[src/lcdw_pkg.sv]
`default_nettype none
package lcdw_pkg;

    localparam int NUM_BITS   = 16;
    localparam int NUM_DIGITS = 5;
    localparam int BCD_W      = 4 * NUM_DIGITS;

    localparam logic [2:0] KIND_INIT   = 3'd0;
    localparam logic [2:0] KIND_CMD    = 3'd1;
    localparam logic [2:0] KIND_CHAR   = 3'd2;
    localparam logic [2:0] KIND_CURSOR = 3'd3;
    localparam logic [2:0] KIND_NUMBER = 3'd4;

    localparam logic [7:0] CMD_FUNC_SET  = 8'b0011_1000;
    localparam logic [7:0] CMD_DISP_ON   = 8'b0000_1100;
    localparam logic [7:0] CMD_CLEAR     = 8'b0000_0001;
    localparam logic [7:0] CMD_ENTRY     = 8'b0000_0110;
    localparam logic [7:0] CMD_LINE0     = 8'h80;
    localparam logic [7:0] CMD_LINE1     = 8'hC0;
    localparam logic [7:0] ASCII_ZERO    = 8'd48;
    localparam logic [5:0] NUM_COLS      = 6'd16;

    localparam logic RS_CMD  = 1'b0;
    localparam logic RS_DATA = 1'b1;

    function automatic logic [7:0] init_byte(input logic [1:0] idx);
        logic [7:0] b;
        case (idx)
            2'd0:    b = CMD_FUNC_SET;
            2'd1:    b = CMD_DISP_ON;
            2'd2:    b = CMD_CLEAR;
            default: b = CMD_ENTRY;
        endcase
        return b;
    endfunction

endpackage
`default_nettype wire

[src/char_lcd_write_sequencer.sv]
`default_nettype none
// command, character and cursor words appear in the cycle after accept
// init: four words, one per cycle when not stalled, the first in the cycle after accept
// number: serial binary-to-bcd loop with one shift per input bit, a capture state, up to 4
// leading-zero digits skipped, then one digit word per cycle when not stalled
// one request at a time: o_stall stays high until the last word is taken
// synchronous active-low reset clears state and the output valid
module char_lcd_write_sequencer (
    input  wire logic       i_clk,
    input  wire logic       i_rst_n,
    input  wire logic       i_valid,
    output logic            o_stall,
    input  wire logic [2:0] i_kind,
    input  wire logic [7:0] i_byte_value,
    input  wire logic       i_row,
    input  wire logic [4:0] i_column,
    input  wire logic [lcdw_pkg::NUM_BITS-1:0] i_number,
    output logic            o_valid,
    input  wire logic       i_stall,
    output logic            o_register_select,
    output logic [7:0]      o_bus_byte,
    output logic            o_last
);
    import lcdw_pkg::*;

    typedef enum logic [1:0] {S_IDLE, S_CONV, S_SKIP, S_OUT} t_state;

    t_state           r_state, n_state;
    logic             r_valid, n_valid;
    logic             r_rs, n_rs;
    logic [7:0]       r_byte, n_byte;
    logic             r_last, n_last;
    logic [BCD_W-1:0] r_bcd, n_bcd;
    logic [2:0]       r_left, n_left;
    logic [1:0]       r_idx, n_idx;
    logic             r_digits, n_digits;

    logic             w_in_acc;
    logic             w_out_acc;
    logic             w_start;
    logic             w_done;
    logic [BCD_W-1:0] w_bcd;
    logic [3:0]       w_top;
    logic [7:0]       w_base;

    assign w_in_acc  = i_valid && !o_stall;
    assign w_out_acc = r_valid && !i_stall;
    assign w_start   = w_in_acc && (i_kind == KIND_NUMBER);
    assign w_top     = r_bcd[BCD_W-1 -: 4];
    assign w_base    = i_row ? CMD_LINE1 : CMD_LINE0;

    lcdw_bcd u_bcd (
        .i_clk   (i_clk),
        .i_rst_n (i_rst_n),
        .i_start (w_start),
        .i_value (i_number),
        .o_done  (w_done),
        .o_bcd   (w_bcd)
    );

    always_comb begin
        n_state  = r_state;
        n_valid  = r_valid;
        n_rs     = r_rs;
        n_byte   = r_byte;
        n_last   = r_last;
        n_bcd    = r_bcd;
        n_left   = r_left;
        n_idx    = r_idx;
        n_digits = r_digits;
        unique case (r_state)
            S_IDLE: begin
                if (w_in_acc) begin
                    unique case (i_kind) inside
                        KIND_INIT: begin
                            n_valid  = 1'b1;
                            n_rs     = RS_CMD;
                            n_byte   = init_byte(2'd0);
                            n_last   = 1'b0;
                            n_idx    = 2'd1;
                            n_digits = 1'b0;
                            n_state  = S_OUT;
                        end
                        KIND_CMD, KIND_CHAR: begin
                            n_valid = 1'b1;
                            n_rs    = (i_kind == KIND_CHAR) ? RS_DATA : RS_CMD;
                            n_byte  = i_byte_value;
                            n_last  = 1'b1;
                            n_state = S_OUT;
                        end
                        KIND_CURSOR: begin
                            n_valid = 1'b1;
                            n_rs    = RS_CMD;
                            // columns past the line end go to line start
                            n_byte  = ({1'b0, i_column} < NUM_COLS)
                                      ? (w_base | {4'd0, i_column[3:0]}) : w_base;
                            n_last  = 1'b1;
                            n_state = S_OUT;
                        end
                        KIND_NUMBER: begin
                            n_digits = 1'b1;
                            n_state  = S_CONV;
                        end
                        default: ;
                    endcase
                end
            end
            S_CONV: begin
                if (w_done) begin
                    n_bcd   = w_bcd;
                    n_left  = 3'(NUM_DIGITS);
                    n_state = S_SKIP;
                end
            end
            S_SKIP: begin
                // drop leading zero digits, keep at least one
                if (w_top == 4'd0 && r_left > 3'd1) begin
                    n_bcd  = {r_bcd[BCD_W-5:0], 4'd0};
                    n_left = r_left - 3'd1;
                end else begin
                    n_valid = 1'b1;
                    n_rs    = RS_DATA;
                    n_byte  = ASCII_ZERO | {4'd0, w_top};
                    n_last  = (r_left == 3'd1);
                    n_bcd   = {r_bcd[BCD_W-5:0], 4'd0};
                    n_left  = r_left - 3'd1;
                    n_state = S_OUT;
                end
            end
            S_OUT: begin
                if (w_out_acc) begin
                    if (r_last) begin
                        n_valid = 1'b0;
                        n_state = S_IDLE;
                    end else if (r_digits) begin
                        n_byte = ASCII_ZERO | {4'd0, w_top};
                        n_last = (r_left == 3'd1);
                        n_bcd  = {r_bcd[BCD_W-5:0], 4'd0};
                        n_left = r_left - 3'd1;
                    end else begin
                        n_byte = init_byte(r_idx);
                        n_last = (r_idx == 2'd3);
                        n_idx  = r_idx + 2'd1;
                    end
                end
            end
            default: n_state = S_IDLE;
        endcase
    end

    always_ff @(posedge i_clk) begin
        if (!i_rst_n) begin
            r_state  <= S_IDLE;
            r_valid  <= 1'b0;
            r_digits <= 1'b0;
            r_left   <= '0;
            r_idx    <= '0;
        end else begin
            r_state  <= n_state;
            r_valid  <= n_valid;
            r_digits <= n_digits;
            r_left   <= n_left;
            r_idx    <= n_idx;
        end
        r_rs   <= n_rs;
        r_byte <= n_byte;
        r_last <= n_last;
        r_bcd  <= n_bcd;
    end

    assign o_stall           = (r_state != S_IDLE);
    assign o_valid           = r_valid;
    assign o_register_select = r_rs;
    assign o_bus_byte        = r_byte;
    assign o_last            = r_last;

    a_valid_in_out: assert property (@(posedge i_clk) disable iff (!i_rst_n)
        r_valid |-> (r_state == S_OUT) && o_stall)
        else $error("output valid outside output state");

    a_run_continues: assert property (@(posedge i_clk) disable iff (!i_rst_n)
        (r_valid && !i_stall && !r_last) |=> r_valid)
        else $error("write run broke before last word");

    a_done_in_conv: assert property (@(posedge i_clk) disable iff (!i_rst_n)
        w_done |-> (r_state == S_CONV))
        else $error("conversion finished outside conversion state");

endmodule
`default_nettype wire

[src/lcdw_bcd.sv]
`default_nettype none
module lcdw_bcd (
    input  wire logic                       i_clk,
    input  wire logic                       i_rst_n,
    input  wire logic                       i_start,
    input  wire logic [lcdw_pkg::NUM_BITS-1:0] i_value,
    output logic                            o_done,
    output logic [lcdw_pkg::BCD_W-1:0]      o_bcd
);
    import lcdw_pkg::*;

    localparam int CNT_W = $clog2(NUM_BITS);

    logic [NUM_BITS-1:0] r_bin;
    logic [BCD_W-1:0]    r_bcd;
    logic [BCD_W-1:0]    w_adj;
    logic [CNT_W-1:0]    r_cnt;
    logic                r_busy;
    logic                r_done;

    // add 3 to every digit of 5 or more before the shift
    always_comb begin
        logic [3:0] dig;
        w_adj = r_bcd;
        for (int d = 0; d < NUM_DIGITS; d++) begin
            dig = r_bcd[4*d +: 4];
            w_adj[4*d +: 4] = (dig >= 4'd5) ? dig + 4'd3 : dig;
        end
    end

    always_ff @(posedge i_clk) begin
        if (!i_rst_n) begin
            r_busy <= 1'b0;
            r_done <= 1'b0;
            r_cnt  <= '0;
        end else begin
            r_done <= 1'b0;
            if (i_start) begin
                r_busy <= 1'b1;
                r_cnt  <= CNT_W'(NUM_BITS - 1);
                r_bin  <= i_value;
                r_bcd  <= '0;
            end else if (r_busy) begin
                r_bcd <= {w_adj[BCD_W-2:0], r_bin[NUM_BITS-1]};
                r_bin <= {r_bin[NUM_BITS-2:0], 1'b0};
                r_cnt <= r_cnt - CNT_W'(1);
                if (r_cnt == '0) begin
                    r_busy <= 1'b0;
                    r_done <= 1'b1;
                end
            end
        end
    end

    assign o_done = r_done;
    assign o_bcd  = r_bcd;

endmodule
`default_nettype wire

[config.mk]
export PLATFORM = sky130hd
export DESIGN_NAME = char_lcd_write_sequencer
export DESIGN_NICKNAME = d
export VERILOG_FILES = /design/src/lcdw_pkg.sv /design/src/char_lcd_write_sequencer.sv /design/src/lcdw_bcd.sv
export SDC_FILE = /design/constraint.sdc
export NUM_CORES = 1
export LEC_CHECK = 0
export BUFFER_PORTS_ARGS = -buffer_cell sky130_fd_sc_hd__buf_2
export CAP_MARGIN = 20
export CELL_PAD_IN_SITES_DETAIL_PLACEMENT = 1
export CELL_PAD_IN_SITES_GLOBAL_PLACEMENT = 1
export CORE_MARGIN = 8
export CORE_UTILIZATION = 49
export CTS_CLUSTER_DIAMETER = 100
export DETAILED_ROUTE_END_ITERATION = 10
export PLACE_DENSITY_LB_ADDON = 0.05
export SYNTH_ARGS = -nofsm -noshare
export SYNTH_HDL_FRONTEND = slang
export SYNTH_SLANG_ARGS = --single-unit
[constraint.sdc]
create_clock -name i_clk -period 6.6 [get_ports i_clk]
set_input_delay 1.32 -clock i_clk [delete_from_list [all_inputs] [get_ports i_clk]]
set_output_delay 1.32 -clock i_clk [all_outputs]
set_load 0.02 [all_outputs]
==> results of run 1 <==
-- area by class of cell --
type / count / area (um2) / area share [%]
Clock buffer: 12 / 166.4 / 3.504
Inverter: 28 / 105.1 / 2.213
Timing Repair Buffer: 51 / 262.8 / 5.532
Clock inverter: 4 / 25.02 / 0.5269
Tap cell: 108 / 135.1 / 2.845
Sequential cell: 81 / 2282 / 48.05
Multi-Input combinational cell: 281 / 1773 / 37.33
-- synthesized netlist by cell type (7+ instances only) --
| cell type | n |
|---|---|
| ha_1 | 23 |
| nor2b_1 | 8 |
| nor2_1 | 34 |
| a21oi_1 | 21 |
| nand2_1 | 82 |
| a211oi_1 | 8 |
| clkbuf_1 | 10 |
| buf_2 | 7 |
| inv_1 | 24 |
| dfxtp_1 | 15 |
| edfxtp_1 | 66 |
| o21ai_1 | 15 |
| o21ai_0 | 8 |
| xnor2_1 | 7 |
-- worst max-delay path, cell delays in order (launching register included) --
cell	delay [ns]
dfxtp_1	0.97
inv_1	0.23
ha_1	0.41
inv_1	0.14
buf_2	0.17
-- logic make-up after synthesis --
logic type	after synthesis	share of synthesized area, %
AND/OR/NAND/NOR	153	16.21
AO/OA/AOI/OAI	82	13.08
flip-flops	81	53.96
buffers and inverters	47	4.467
adder cells (fa/ha/maj)	23	6.805
multiplexers	15	3.816
XOR/XNOR	8	1.657
-- placed cells by master, fill, tap and decap left out, types with 2 or more instances in the layout --
cell type  synthesis  routed
a211oi_1           8       8
a21oi_1           21      21
a22o_1             3       3
a22oi_1            5       5
and2_1             4       4
buf_2              7      48
buf_4              1       3
clkbuf_8           0      10
clkinv_2           0       2
dfxtp_1           15      15
edfxtp_1          66      66
ha_1              23      23
inv_1             24      24
inv_2              3       3
mux2_1             3       3
mux2_2             6       6
mux2i_1            6       6
nand2_1           82      82
nand2b_1           4       4
nand3_1            3       3
nor2_1            34      33
nor2b_1            8       8
nor3_1             5       4
nor3b_1            2       2
o21ai_0            8       8
o21ai_1           15      15
o21bai_1           2       2
o221ai_1           3       3
xnor2_1            7       7
-- power by group through the flow --
stage / Sequential [mW] / Combinational, mW / Clock, mW
after floorplan: 0.802 / 0.331 / 0
after global placement: 0.797 / 0.485 / 0
after CTS: 0.793 / 0.498 / 0.360
after detailed placement: 0.802 / 0.495 / 0
after global routing: 0.806 / 0.542 / 0.379
final: 0.789 / 0.490 / 0.351
-- final timing paths --
kind,cells past startpoint,endpoint,start
worst min-delay path,2,r_left[2]$_SDFFE_PN0P_,r_left[2]$_SDFFE_PN0P_
worst min register to register,2,r_left[2]$_SDFFE_PN0P_,r_left[2]$_SDFFE_PN0P_
worst max-delay path,4,o_stall,r_state[1]$_SDFFE_PN0P_
worst max register to register,8,u_bcd.o_bcd[4]$_SDFFCE_PP0P_,r_state[1]$_SDFFE_PN0P_
-- state kept, by name, summed over array words and instances, names as in the netlist, 2 cells and up --
name         count
u_bcd.r_bin     16
r_left           3
r_bcd           20
o_bus_byte       8
r_state          2
u_bcd.o_bcd     20
u_bcd.r_cnt      4
r_idx            2
-- per-layer routing --
layer  share of wire (%)  wire, um
met4                 1.5       138
met5                   0         0
met1                  43      3950
met3                 4.1       376
met2                  52      4807
-- stage by stage --
| step | setup slack, ns | utilization (%) | std cells | area [um2] |
|---|---|---|---|---|
| 3_5_place_dp | 3.098 | 53.31 | 549 | 4558 |
| 4_1_cts | 2.932 | 55.55 | 565 | 4750 |
| 6_report | 3.025 | 55.55 | 565 | 4750 |
| 3_3_place_gp | 3.149 | 53.31 | 549 | 4558 |
| 5_1_grt | 2.793 | 55.55 | 565 | 4750 |
| 2_1_floorplan | 2.468 | - | 409 | 4229 |
==> metrics, run 1 <==
status=completed; TritonRoute pass-1 iters=4; Worst-Margin Slew=0.9822 ns; Synth top area share=46.86%; Main synth FF type=edfxtp_1; CTS tree=built; Mapped Area=0.004229 mm2; pin count of the biggest net entering global routing=39; Post-Route WL=9.272 mm; cell leakage power=1.887 nW; Tmin final=3.575 ns; Slew headroom=34.43%; Worst-path clk slew=0.08 ns; post-route ant nets=0; CP Data Required Time=5.28 ns; RSZ-0062 raised after global routing=no; GR Util met3=2.896%; Via density=5.400; Fin Setup TNS=0 ns; Final Skew=0.009974 ns; pwr dens=343.2 mW/mm2; r2r setup slk=3.25 ns; layout cells sized above 1=18.16%; Post-Synthesis Cells=409; initial antenna violation count=0; fin nets=512; CTS root buffer=clkbuf_8; post-DP HPWL=6.801 mm; Gate power share=30.1%; worst hold slack=0.5124 ns; Mean Syn Cell Area=10.34 um2; Fill cells=977; yosys warns=0; final-report max-slew violation count=0; GRT Max-Usage Layer=met2; Reg power frac=48.4%; synth top area cells=edfxtp_1 (47%), nand2_1 (7.3%), dfxtp_1 (7.1%); Unique masters post-synth=59; met2 usage=29.16%; Layout area overhead=12.31%; sequential element share of the synthesized area=53.96%; cell taking the most area after synthesis=edfxtp_1; site row count=34; io pins=49; routed via count=3051; CORE AREA=0.008551 mm2; htree depth=3; Starting DRT DRC Count=82; Post-CTS Setup Bufs=0; CP Capture Type=output port; Final period util=54.17%; starting density of the core=49.46%; clock share of power=21.5%; diode count=0; floorplan die width=108.9 um; first-pass GRT wire length=15.21 mm; Routed WL per cell=16.41 um; cts hold-fix bufs=0; fmax=0.2797 GHz; CTS Buf Count=9; worst skew pair latency=0.34 ns; Int Power=1.064 mW; final total power=1.630 mW; crit path DAT=2.26 ns; Post-synth EDFFs=66; final setup violation count=0; Fin. Hold Viols=0; net load switching power=0.5661 mW; Net Sw Frac=34.73%; clock sinks=81; GRT Total Usage=16.22%; DRC=0; chip height=108.9 um; min-delay worst type=flip-flop to flip-flop; Max Cap Violations=0; port bufs=48; post_cts resized=0; critical path peak fanout=29; syn nets=469; Max VDD drop=163.4 uV; vias in the first global route=3206; Async SR Flop Fraction=0%; synthesized flop and latch total=81; CTS Buffer Depth=2; CP Launch Type=flip-flop; M1 GR Usage=18.58%; die area=0.01186 mm2; grt total ovfl=0; Placer Congestion=0.7675; Setup CP Type=flip-flop to output port
Note: power is estimated with default switching activity, not from simulation.
==> run 2, diff against run 1 <==
Settings changed: ABC_AREA set to 1, CORE_UTILIZATION 49 to 40.
Clock period 6.6 ns to 3.1 ns, I/O delays scaled along.
==> metrics, run 2 <==
status=completed; layout cells sized above 1=17.99% (-0.17 points); pin count of the biggest net entering global routing=38 (-2.6%); Net Sw Frac=37.36% (+2.6 points); floorplan die width=118.6 um (+8.9%); Final Util=46.36% (-9.2 points); vias in the first global route=3369 (+5.1%); Layout area overhead=13.10%; Worst-Margin Slew=0.6704 ns (-0.3117 ns); Fill cells=1254 (+28%); Worst-path clk slew=0.10 ns (+0.02 ns); top-count cell post-synth=nand2_1; Tmin final=2.159 ns; critical path peak fanout=8 (-72%); routed via count=3197 (+4.8%); grt total ovfl=0 (unchanged); net load switching power=1.286 mW (+130%); fmax=0.4632 GHz; first-pass GRT wire length=17.03 mm (+12%); Mean Syn Cell Area=9.138 um2 (-12%); CORE AREA=0.01028 mm2 (+20%); Final Skew=0.01221 ns (+0.002238 ns); CP Data Required Time=3.10 ns (-2.18 ns); io pins=49 (unchanged); syn nets=521 (+11%); die area=0.01407 mm2 (+19%); Post-CTS Setup Bufs=0 (unchanged); Routed WL per cell=15.36 um (-6.4%); Max Cap Violations=0 (unchanged); commonest non-fill, non-tap cell in the layout=nand2_1; Async SR Flop Fraction=0% (unchanged); starting density of the core=40.99% (-8.5 points); Mapped Area=0.004213 mm2 (-0.38%); final-report max-slew violation count=0 (unchanged); CTS root buffer=clkbuf_8; Int Power=2.157 mW (+100%); post-DP HPWL=7.391 mm (+8.7%); Placer Congestion=0.7812 (+1.8%); r2r worst-path depth=7 (-1); crit path DAT=2.16 ns (-0.10 ns); final total power=3.443 mW (+110%); initial antenna violation count=0 (unchanged); min-delay worst type=flip-flop to flip-flop; cts hold-fix bufs=0 (unchanged); TritonRoute pass-1 iters=4 (unchanged); Fin Setup TNS=0 ns (unchanged); CP Launch Type=flip-flop; pre-CTS WS=0.9171 ns (-2.181 ns); placed insts=637 (+16%); Non-Filler Instances=653 (+16%); RSZ-0062 raised after global routing=no; Post-Route WL=10.03 mm (+8.2%); post-route ant nets=0 (unchanged); GRT Total Usage=15.06% (-1.2 points); synth top area cells=edfxtp_1 (47%), nand2_1 (11%), dfxtp_1 (7.1%); WHS Path Cells=2 (unchanged); Setup CP Type=flip-flop to flip-flop; cell taking the most area after synthesis=edfxtp_1; Reg power frac=48.0% (-0.4 points); clock share of power=21.1% (-0.4 points); chip height=118.6 um (+8.9%); DRC=0 (unchanged); CTS Buf Count=9 (unchanged); CTS tree=built; Unique masters post-synth=36 (-39%); diode count=0 (unchanged); CTS Buffer Depth=2 (unchanged); Max VDD drop=265.6 uV (+63%); Final period util=69.64%; yosys warns=0 (unchanged); r2r setup slk=0.94 ns (-2.31 ns); Post-Synthesis Cells=461 (+13%); clock sinks=81 (unchanged); post_cts resized=0 (unchanged); final worst setup slack=0.9413 ns (-2.084 ns); Synth top cells by count=nand2_1 (126), edfxtp_1 (66), inv_1 (57), o21ai_0 (31), a21oi_1 (30); Starting DRT DRC Count=90 (+9.8%); commonest non-fill, non-tap cells in the layout=nand2_1 (126), edfxtp_1 (66), inv_1 (57); Gate power share=30.9% (+0.8 points); cell leakage power=2.069 nW (+9.7%); pwr dens=722.6 mW/mm2 (+110%); htree depth=3 (unchanged); final setup violation count=0 (unchanged); Fin. Hold Viols=0 (unchanged); Post-synth EDFFs=66 (unchanged); Slew headroom=55.14% (+21 points); worst skew pair latency=0.37 ns (+0.03 ns); Main synth FF type=edfxtp_1; sequential element share of the synthesized area=54.17% (+0.21 points); Via density=4.896 (-9.3%); Synth top area share=47.04% (+0.18 points); fin nets=572 (+12%); CP Capture Type=flip-flop; port bufs=48 (unchanged); site row count=37 (+8.8%); synthesized flop and latch total=81 (unchanged)
[run 2: routing by layer]
metal / vias up / wire length (um) / GRT usage, % / share of wire [%]
li1: 1616 / - / - / -
met1: 1516 / 4532 / 17.80 / 45
met2: 52 / 4900 / 25.54 / 49
met3: 13 / 439 / 3.903 / 4.4
met4: 0 / 157 / 6.166 / 1.6
met5: - / 0 / 0 / 0
[run 2: worst paths after layout]
path                                                  start                           to
worst max register to register      r_state[1]$_SDFFE_PN0P_      o_bus_byte[2]$_DFFE_PP_
worst min register to register  u_bcd.r_cnt[0]$_SDFFE_PN0N_  u_bcd.r_cnt[0]$_SDFFE_PN0N_
worst max-delay path                r_state[1]$_SDFFE_PN0P_      o_bus_byte[2]$_DFFE_PP_
worst min-delay path            u_bcd.r_cnt[0]$_SDFFE_PN0N_  u_bcd.r_cnt[0]$_SDFFE_PN0N_
[run 2: area by class of cell]
class                           instances  area, um2  area share [%]
Timing Repair Buffer                   51      262.8           5.515
Tap cell                              136      170.2           3.571
Inverter                               68      255.2           5.357
Multi-Input combinational cell        301       1617           33.93
Clock buffer                            9      123.9           2.600
Clock inverter                          7      53.80           1.129
Sequential cell                        81       2282           47.90
[run 2: logic make-up after synthesis]
| logic type | Yosys count | share of synthesized area, % |
|---|---|---|
| simple gates | 181 | 18.24 |
| compound gates | 93 | 12.36 |
| flops | 81 | 54.17 |
| buf+inv | 79 | 7.574 |
| fa+ha+maj | 23 | 6.831 |
| xor+xnor | 4 | 0.8315 |
[run 2: power groups by stage]
stage	sequential, mW	combinational, mW	clock [mW]
2_1_floorplan	1.74	0.669	0
3_3_place_gp	1.67	1.08	0
3_5_place_dp	1.68	1.09	0
4_1_cts	1.66	1.10	0.755
5_1_grt	1.68	1.22	0.794
6_report	1.65	1.07	0.725
[run 2: critical path: stages, from the launching register on]
cell and delay, ns:
dfxtp_1 0.38, inv_1 0.13, ha_1 0.28, inv_2 0.13, o21ai_1 0.08, nor2_1 0.15, nand2_1 0.11, nor2_1 0.53
[run 2: through the flow]
| step | area [um2] | hold slack [ns] |
|---|---|---|
| 2_1_floorplan | 4213 | 0.4433 |
| 3_3_place_gp | 4587 | 0.4529 |
| 3_5_place_dp | 4587 | 0.4633 |
| 4_1_cts | 4765 | 0.4773 |
| 5_1_grt | 4765 | 0.4872 |
| 6_report | 4765 | 0.4723 |
==> run 3, diff against run 2 <==
Settings changed: ABC_AREA 1 to 0, CORE_UTILIZATION 40 to 41.
Clock period 3.1 ns to 1.8 ns, I/O delays scaled along.
==> metrics, run 3 (same netlist as run 1, synthesis figures left out) <==
status=complete, but fails checks; failing checks=negative setup slack; cell leakage power=2.288 nW (+11%); crit path DAT=2.20 ns (+0.04 ns); final setup violation count=115 (+115); Fin. Hold Viols=0 (unchanged); r2r setup slk=-0.29 ns (-1.24 ns); Slew headroom=75.07% (+20 points); Layout area overhead=33.46%; Max Cap Violations=0 (unchanged); Int Power=4.772 mW (+120%); pwr dens=1276 mW/mm2 (+77%); site row count=37 (unchanged); post-DP HPWL=7.247 mm (-2.0%); CP Capture Type=flip-flop; commonest non-fill, non-tap cell in the layout=nand2_1; Post-DP Area=0.005057 mm2 (+10%); layout cells sized above 1=32.63% (+15 points); critical path peak fanout=8 (unchanged); Placer Congestion=0.7907 (+1.2%); R2R Path End=o_bus_byte[4]$_DFFE_PP_; routed via count=3302 (+3.3%); CP Launch Type=flip-flop; Max VDD drop=469.9 uV (+77%); Reg-to-Reg Start=r_state[0]$_SDFFE_PN0P_; CTS tree=built; min-delay worst type=primary input to flip-flop; Routed WL per cell=16.66 um (+8.5%); Fill cells=1143 (-8.9%); final worst setup slack=-0.2948 ns (-1.236 ns); Final period util=116.4% (+47 points); die area=0.01382 mm2 (-1.8%); Final Util=55.42% (+9.1 points); Post-Route WL=10.90 mm (+8.7%); met2 usage=27.97% (+2.4 points); TritonRoute pass-1 iters=4 (unchanged); worst skew pair latency=0.36 ns (about the same); Reg power frac=38.8% (-9.2 points); GRT Max-Usage Layer=met2; Tmin final=2.095 ns (-0.06391 ns); Worst-Margin Slew=0.3701 ns (-0.3004 ns); htree depth=3 (unchanged); io pins=49 (unchanged); GRT Total Usage=16.15% (+1.1 points); fin area=0.005644 mm2 (+18%); net load switching power=2.428 mW (+89%); DRC=0 (unchanged); worst hold slack=0.2538 ns (-0.2185 ns); fin nets=573 (+0.17%); Gate power share=43.0% (+12 points); grt total ovfl=0 (unchanged); CP Data Required Time=1.91 ns (-1.19 ns); commonest non-fill, non-tap cells in the layout=nand2_1 (81), edfxtp_1 (66), buf_2 (47); final-report max-slew violation count=0 (unchanged); CTS Buffer Depth=2 (unchanged); CORE AREA=0.01018 mm2 (-0.90%); pin count of the biggest net entering global routing=27 (-29%); r2r worst-path depth=6 (-1); clock share of power=18.2% (-2.9 points); fmax=0.4774 GHz (+3.1%); diode count=0 (unchanged); CTS Buf Count=9 (unchanged); chip height=117.6 um (-0.90%); CTS root buffer=clkbuf_8; Min-Delay Startpoint=i_number[10]; floorplan die width=117.6 um (-0.90%); Net Sw Frac=33.72% (-3.6 points); clock sinks=81 (unchanged); M1 GR Usage=18.86% (+1.1 points); WHS Path Cells=3 (+1); starting density of the core=41.52% (+0.53 points); Worst-path clk slew=0.09 ns (about the same); RSZ-0062 raised after global routing=yes; port bufs=48 (unchanged); Starting DRT DRC Count=112 (+24%); Final Skew=0.008828 ns (-0.003385 ns); first-pass GRT wire length=18.08 mm (+6.2%); post-route ant nets=0 (unchanged); initial antenna violation count=0 (unchanged); vias in the first global route=3563 (+5.8%); GR Util met3=4.029% (+0.13 points); Worst Hold Endpoint=u_bcd.r_bin[10]$_DFFE_PP_; Via density=5.049 (+3.1%); Setup CP Type=flip-flop to flip-flop
-- run 3: area by class of cell --
type	count	area, um2	share of cell area (%)
clock buffer	9	123.9	2.195
clock inverter	7	61.31	1.086
inverter	28	110.1	1.951
multi-input combinational	281	1932	34.23
sequential	81	2287	40.52
tap	136	170.2	3.015
timing repair buffer	112	959.7	17.00
-- run 3: worst max path at each step --
stage / from / slack (ns) / cells after the start / endpoint
after floorplan: r_state[1]$_SDFFE_PN0P_ / -0.75 / 9 / u_bcd.o_bcd[0]$_SDFFCE_PP0P_
after global placement: r_state[0]$_SDFFE_PN0P_ / -0.29 / 6 / o_bus_byte[7]$_DFFE_PP_
after global routing: r_state[0]$_SDFFE_PN0P_ / -0.36 / 6 / o_bus_byte[4]$_DFFE_PP_
final: r_state[0]$_SDFFE_PN0P_ / -0.29 / 6 / o_bus_byte[4]$_DFFE_PP_
after detailed placement: r_state[0]$_SDFFE_PN0P_ / -0.31 / 6 / o_bus_byte[0]$_DFFE_PP_
after CTS: r_state[0]$_SDFFE_PN0P_ / -0.30 / 6 / o_bus_byte[3]$_DFFE_PP_
-- run 3: metal layers --
layer	wire, um	share of wire, %
met1	4825	44
met2	5496	50
met3	399	3.7
met4	175	1.6
met5	0	0
-- run 3: what timing repair did --
action,in CTS,in global routing
pin swaps,8,3
endpoints found under the setup margin,117,117
cloned,7,0
resized for setup,25,17
hold buffers,0,0
buffers inserted,5,8
-- run 3: critical path, cell delays in order, from the launching register on --
cell and delay, ns:
dfxtp_2 0.33, inv_2 0.07, ha_4 0.13, or4b_1 0.42
or4_4 0.54, and3_4 0.18, a21boi_4 0.17
-- run 3: metrics by stage --
step	cells	total power [mW]	TNS [ns]	setup WS [ns]
finish	654	7.199	-17.14	-0.2948
detailed placement	620	5.598	-18.56	-0.3056
CTS	648	7.068	-16.74	-0.3042
global placement	620	5.520	-15.71	-0.2861
floorplan	409	4.328	-49.83	-0.7487
global route	654	7.618	-24.07	-0.3609
-- run 3: power groups by stage --
stage / clock, mW / sequential [mW] / combinational, mW
detailed placement: 0 / 2.82 / 2.78
global placement: 0 / 2.80 / 2.72
CTS: 1.33 / 2.78 / 2.95
floorplan: 0 / 2.95 / 1.38
finish: 1.31 / 2.79 / 3.10
global route: 1.41 / 2.84 / 3.36
